$ cat src/design/two_key_sorted_priority_queue_defines.svh
// Assertion macros for the two-key sorted priority queue.
// No dependencies; included by the modules that carry assertions.
`ifndef TWO_KEY_SORTED_PRIORITY_QUEUE_DEFINES_SVH
`define TWO_KEY_SORTED_PRIORITY_QUEUE_DEFINES_SVH

// Property that must hold at every clock edge outside reset
`define TSKPQ_ASSERT_ALWAYS(label, prop, msg) \
  label: assert property (@(posedge clk) disable iff (!rst_n) (prop)) else $error(msg);

// Consequence that must hold in the cycle after the antecedent
`define TSKPQ_ASSERT_NEXT(label, ante, cons, msg) \
  label: assert property (@(posedge clk) disable iff (!rst_n) (ante) |=> (cons)) else $error(msg);

`endif

$ cat src/design/tskpq_pkg.sv
// Package for the two-key sorted priority queue: field widths, codes,
// entry and payload types. No dependencies.
package tskpq_pkg;

  localparam int DEPTH_DEF     = 16;
  localparam int PRI_BITS      = 8;
  localparam int TRT_BITS      = 16;
  localparam int TAG_BITS      = 16;
  localparam int OCC_BITS      = 5;

  // request codes
  localparam logic REQ_PUSH = 1'b0;
  localparam logic REQ_POP  = 1'b1;

  typedef enum logic [1:0] {
    STAT_OK    = 2'd0,
    STAT_FULL  = 2'd1,
    STAT_EMPTY = 2'd2
  } status_t;

  // one stored entry
  typedef struct packed {
    logic [PRI_BITS-1:0] pri;
    logic [TRT_BITS-1:0] trt;
    logic [TAG_BITS-1:0] tag;
  } entry_t;

  // per-cycle command broadcast to every cell
  typedef struct packed {
    logic push;
    logic pop;
  } slot_ctl_t;

  typedef struct packed {
    logic                req_type;
    logic [PRI_BITS-1:0] entry_priority;
    logic [TRT_BITS-1:0] entry_treatment;
    logic [TAG_BITS-1:0] entry_id;
  } in_req_t;

  typedef struct packed {
    logic                head_valid;
    logic [PRI_BITS-1:0] head_priority;
    logic [TRT_BITS-1:0] head_treatment;
    logic [TAG_BITS-1:0] head_id;
    logic [OCC_BITS-1:0] occupancy;
    logic [1:0]          status;
  } out_rsp_t;

endpackage

$ cat src/design/tskpq_cell.sv
// One slot of the sorted chain: holds an entry, compares it with the
// pushed key, and shifts toward or away from the head. Uses tskpq_pkg.
module tskpq_cell import tskpq_pkg::*; #(
  parameter int IDX   = 0,
  parameter int CNT_W = 5
) (
  input  logic             clk,
  input  slot_ctl_t        ctl,
  input  logic [CNT_W-1:0] count,
  input  entry_t           new_entry,
  input  entry_t           prev_entry,
  input  logic             prev_shift,
  input  entry_t           next_entry,
  output entry_t           entry,
  output logic             shift
);

  entry_t entry_r;
  entry_t entry_nxt;
  logic   occupied;

  // an empty slot counts as larger than any key
  assign occupied = CNT_W'(IDX) < count;
  assign shift    = !occupied ||
                    ({entry_r.pri, entry_r.trt} > {new_entry.pri, new_entry.trt});

  // push: the first shifting slot takes the new entry, later ones take the
  // left neighbor; pop: every slot takes the right neighbor, the last slot keeps its own
  always_comb begin
    entry_nxt = entry_r;
    if (ctl.push && shift) begin
      entry_nxt = prev_shift ? prev_entry : new_entry;
    end else if (ctl.pop) begin
      entry_nxt = next_entry;
    end
  end

  always_ff @(posedge clk) begin
    entry_r <= entry_nxt;
  end

  assign entry = entry_r;

endmodule

$ cat src/design/two_key_sorted_priority_queue.sv
// Two-key sorted min-priority queue built as a chain of compare/shift cells.
// Timing: result valid in the cycle after the request is accepted.
// Throughput: one push or pop per cycle; a stalled result holds off requests.
// Reset: clears the entry count and the result valid; slot contents are left
// as they are and are never read before being written.
module two_key_sorted_priority_queue import tskpq_pkg::*; #(
  parameter int QUEUE_DEPTH = DEPTH_DEF
) (
  input  logic     clk,
  input  logic     rst_n,
  input  logic     in_valid,
  output logic     in_stall,
  input  in_req_t  in_req,
  output logic     out_valid,
  input  logic     out_stall,
  output out_rsp_t out_rsp
);

`include "two_key_sorted_priority_queue_defines.svh"

  localparam int CNT_W = $clog2(QUEUE_DEPTH + 1);

  logic [CNT_W-1:0] count_r, count_nxt;
  logic             out_valid_r, out_valid_nxt;
  status_t          status_r, status_nxt;
  logic             accept;
  logic             is_full, is_empty;
  slot_ctl_t        ctl;
  entry_t           new_entry;
  entry_t           slot_q  [QUEUE_DEPTH];
  logic             shift_q [QUEUE_DEPTH];

  // a new request enters when the result register is free or draining
  assign in_stall = out_valid_r && out_stall;
  assign accept   = in_valid && !in_stall;
  assign is_full  = count_r == CNT_W'(QUEUE_DEPTH);
  assign is_empty = count_r == '0;

  assign new_entry = '{pri: in_req.entry_priority, trt: in_req.entry_treatment,
                       tag: in_req.entry_id};
  assign ctl.push  = accept && (in_req.req_type == REQ_PUSH) && !is_full;
  assign ctl.pop   = accept && (in_req.req_type == REQ_POP) && !is_empty;

  // cell chain
  for (genvar i = 0; i < QUEUE_DEPTH; i++) begin : g_cell
    entry_t prev_e, next_e;
    logic   prev_s;
    if (i == 0) begin : g_first
      assign prev_e = new_entry;
      assign prev_s = 1'b0;
    end else begin : g_mid
      assign prev_e = slot_q[i-1];
      assign prev_s = shift_q[i-1];
    end
    if (i == QUEUE_DEPTH - 1) begin : g_last
      assign next_e = slot_q[i];
    end else begin : g_inner
      assign next_e = slot_q[i+1];
    end
    tskpq_cell #(.IDX(i), .CNT_W(CNT_W)) u_cell (
      .clk        (clk),
      .ctl        (ctl),
      .count      (count_r),
      .new_entry  (new_entry),
      .prev_entry (prev_e),
      .prev_shift (prev_s),
      .next_entry (next_e),
      .entry      (slot_q[i]),
      .shift      (shift_q[i])
    );
  end

  // count, status and result valid
  always_comb begin
    count_nxt     = count_r;
    status_nxt    = status_r;
    out_valid_nxt = out_valid_r && out_stall;
    if (accept) begin
      out_valid_nxt = 1'b1;
      status_nxt    = STAT_OK;
      if (in_req.req_type == REQ_PUSH) begin
        if (is_full) status_nxt = STAT_FULL;
        else         count_nxt  = count_r + 1'b1;
      end else begin
        if (is_empty) status_nxt = STAT_EMPTY;
        else          count_nxt  = count_r - 1'b1;
      end
    end
  end

  always_ff @(posedge clk) begin
    if (!rst_n) begin
      count_r     <= '0;
      out_valid_r <= 1'b0;
    end else begin
      count_r     <= count_nxt;
      out_valid_r <= out_valid_nxt;
    end
    status_r <= status_nxt;
  end

  // result shows the state left by the last accepted request
  assign out_valid              = out_valid_r;
  assign out_rsp.head_valid     = !is_empty;
  assign out_rsp.head_priority  = is_empty ? '0 : slot_q[0].pri;
  assign out_rsp.head_treatment = is_empty ? '0 : slot_q[0].trt;
  assign out_rsp.head_id        = is_empty ? '0 : slot_q[0].tag;
  assign out_rsp.occupancy      = OCC_BITS'(count_r);
  assign out_rsp.status         = status_r;

  // checks
  `TSKPQ_ASSERT_ALWAYS(a_count_bound, count_r <= CNT_W'(QUEUE_DEPTH), "count over depth")
  `TSKPQ_ASSERT_ALWAYS(a_head_order,
    (count_r < CNT_W'(2)) || ({slot_q[0].pri, slot_q[0].trt} <= {slot_q[1].pri, slot_q[1].trt}),
    "head not smallest")
  `TSKPQ_ASSERT_NEXT(a_push_grows, ctl.push, count_r == $past(count_r) + 1'b1, "push lost")
  `TSKPQ_ASSERT_NEXT(a_pop_shrinks, ctl.pop, count_r == $past(count_r) - 1'b1, "pop lost")
  `TSKPQ_ASSERT_NEXT(a_reject_full, accept && is_full && (in_req.req_type == REQ_PUSH),
    (status_r == STAT_FULL) && $stable(count_r), "full push not rejected")

endmodule

$ cat config.mk
export PLATFORM = sky130hd
export DESIGN_NAME = two_key_sorted_priority_queue
export DESIGN_NICKNAME = d
export VERILOG_FILES = /design/src/design/tskpq_pkg.sv /design/src/design/tskpq_cell.sv /design/src/design/two_key_sorted_priority_queue.sv
export VERILOG_INCLUDE_DIRS = /design/src /design/src/design
export SDC_FILE = /design/constraint.sdc
export NUM_CORES = 2
export LEC_CHECK = 0
export BUFFER_PORTS_ARGS = -buffer_cell sky130_fd_sc_hd__buf_2
export CORE_AREA = 8 8 305 307
export CTS_BUF_LIST = sky130_fd_sc_hd__clkbuf_8
export CTS_CLUSTER_DIAMETER = 200
export CTS_CLUSTER_SIZE = 14
export DETAILED_ROUTE_END_ITERATION = 7
export DIE_AREA = 0 0 313 315
export PLACE_DENSITY = 0.71
export SYNTH_ARGS = -nofsm -noshare
export SYNTH_HDL_FRONTEND = slang
export SYNTH_HIERARCHICAL = 1
export SYNTH_SLANG_ARGS = --single-unit
$ cat constraint.sdc
create_clock -name clk -period 5.9 [get_ports clk]
set_input_delay 0.295 -clock clk [delete_from_list [all_inputs] [get_ports clk]]
set_output_delay 0.295 -clock clk [all_outputs]
set_load 0.01 [all_outputs]
==> flow_metrics.tcl <==
set metrics [dict create \
    cts-hold-fix-buffers 4 \
    vias 36749 \
    hold_path_class "in2reg" \
    worst_pin_slew_ns 1.306 \
    path_common_cell "buf_4" \
    yosysWarnings 6 \
    fin_total_pwr_uw 16950 \
    drt.antenna.violating_nets 0 \
    post_layout_nonfiller_instances 5703 \
    clk_latency_ns 0.71 \
    required_ns 6.27 \
    max-cap-violations 0 \
    design_area_mm2 0.04948 \
    vias_per_cell 6.444 \
    worstSetupStartpointType "register" \
    period_minus_slack_ns 4.680 \
    port_buffers 94 \
    detail_route.wl_per_cell_um 22.81 \
    clock_sink_count 648 \
    postSynthCellCount 4636 \
    die-area_mm2 0.09860 \
    cts_tree "yes" \
    hold_viol 0 \
    dp_cells 5630 \
    wl_um 130100 \
    syn_avg_cell_area_um2 10.33 \
    p_leak_uw 0.02133 \
    outcome "finished, final reports clean" \
    slew_headroom_pct 12.94 \
    critPathArrivalTime_ns 5.05 \
    setup_viol 0 \
    cp_slowest_stage_delay_ns 1.02 \
    fp-row-count 109 \
    drive_above_1_share_pct 12.42 \
    holdWs_ns 0.06144 \
    cp-end-kind "register" \
    place.gp.congestion 0.9028 \
    post_cts_buffers 0 \
    cellPowerDensity_mw_per_mm2 342.5 \
    grt.total_usage_pct 25.36 \
    place_area_mm2 0.04865 \
    io_pins 95 \
    fin_crit_sh_pct 79.32 \
    fp.dieH_um 315 \
    areaGrowthSynthToFinish_pct 3.280 \
    cts_resized 0 \
    setup_tns_ns 0 \
    final_max_slew_viol_count 0 \
    path_class "reg2reg" \
    crit_fanout 41 \
    synth.cell_area_mm2 0.04791 \
    rsz0062_at_grt "no" \
    drtIter0Drc 3203 \
    htree_levels 2 \
    die_x_um 313 \
    firstDrtPassIters 5 \
    cts_buffers 52 \
    final_nets 4956 \
    clockBufferDepth 3 \
    max_freq_mhz 213.7 \
    grt-ovfl-total 0 \
    antenna_found_initial 10 \
    clockRootBuffer "clkbuf_8" \
    floorplan.initialDensity_pct 54.47 \
    grt_max_degree 141 \
    clock_skew_ns 0.03079 \
    crit_slowest_cell "dfxtp_1" \
    clk_pin_slew_worst_paths_ns 0.10 \
    drc 0 \
    nFillCells 7689 \
    grt_pass1_wl_um 206300 \
    core_area_mm2 0.08797 \
    vdd_drop_max_mv 0.1774 \
    first_global_vias 36678 \
    synth.net_count 5069 \
    place_hpwl_um 93700 \
    crit_chain "nor4_1 > a211oi_4 > buf_4 > o31a_4 > or2_1 > buf_4" \
]
path summary, 6_finish.rpt:
check                             from  slack (ns)  depth (start not counted)                         end
max                         count_r[2]        1.22                          6  g_cell[6].u_cell/entry[39]
min                          out_stall        0.06                          4                  count_r[3]
max reg2reg                 count_r[2]        1.22                          6  g_cell[6].u_cell/entry[39]
min reg2reg  g_cell[8].u_cell/entry[5]        0.58                          1   g_cell[7].u_cell/entry[5]
metal layers:
metal | part of all wire (%) | vias to the layer above | GRT usage [%]
li1 | - | 17147 | -
met1 | 46 | 18286 | 36.12
met2 | 46 | 1107 | 41.33
met3 | 5.7 | 201 | 3.300
met4 | 1.9 | 8 | 5.438
met5 | 0.043 | - | 0
sequential cells by signal (all words and copies together) (netlist names):
register,flops
out_valid,1
g_cell.u_cell/entry,640
count_r,5
status_r,2
layout make-up:
class	count	area (µm²)	share of cell area, %
antenna	5	12.51	0.02529
clock buffer	52	715.7	1.446
clock inverter	12	61.31	0.1239
inverter	406	1524	3.080
multi-input combinational	3253	25310	51.15
sequential	648	19400	39.20
tap	1165	1458	2.946
timing repair buffer	162	1003	2.028
worst max-delay path: cells and delay by family, from the launching register on:
| kind | cells | cell delay (ns) |
|---|---|---|
| compound gates | 2 | 1.47 |
| flops | 1 | 1.02 |
| simple gates | 2 | 0.96 |
| buf+inv | 2 | 0.85 |
metrics by stage:
stage	utilization, %	setup slack (ns)
final	56.25	1.220
after global routing	56.24	1.032
after CTS	56.24	1.302
after detailed placement	55.31	1.299
after global placement	55.31	1.287
after floorplan	-	1.458
cell usage in the layout (no fill, tap or decap), drive strengths merged, types with 99 or more instances in the layout:
| cell | count |
|---|---|
| ha | 387 |
| edfxtp | 642 |
| o211ai | 247 |
| o21ai | 127 |
| buf | 158 |
| inv | 417 |
| o22a | 400 |
| a211oi | 99 |
| mux2i | 293 |
| nand2 | 633 |
| mux2 | 172 |
| nor2 | 132 |
| a21oi | 287 |
report_power, final:
part           leakage (µW)  total, µW  internal [µW]  switching [µW]
combinational        0.0148       7060           2910            4150
clock              0.000433       2390            806            1590
sequential          0.00606       7500           6640             857
total                0.0213      16900          10400            6590
Note: power is estimated with default switching activity, not from simulation.
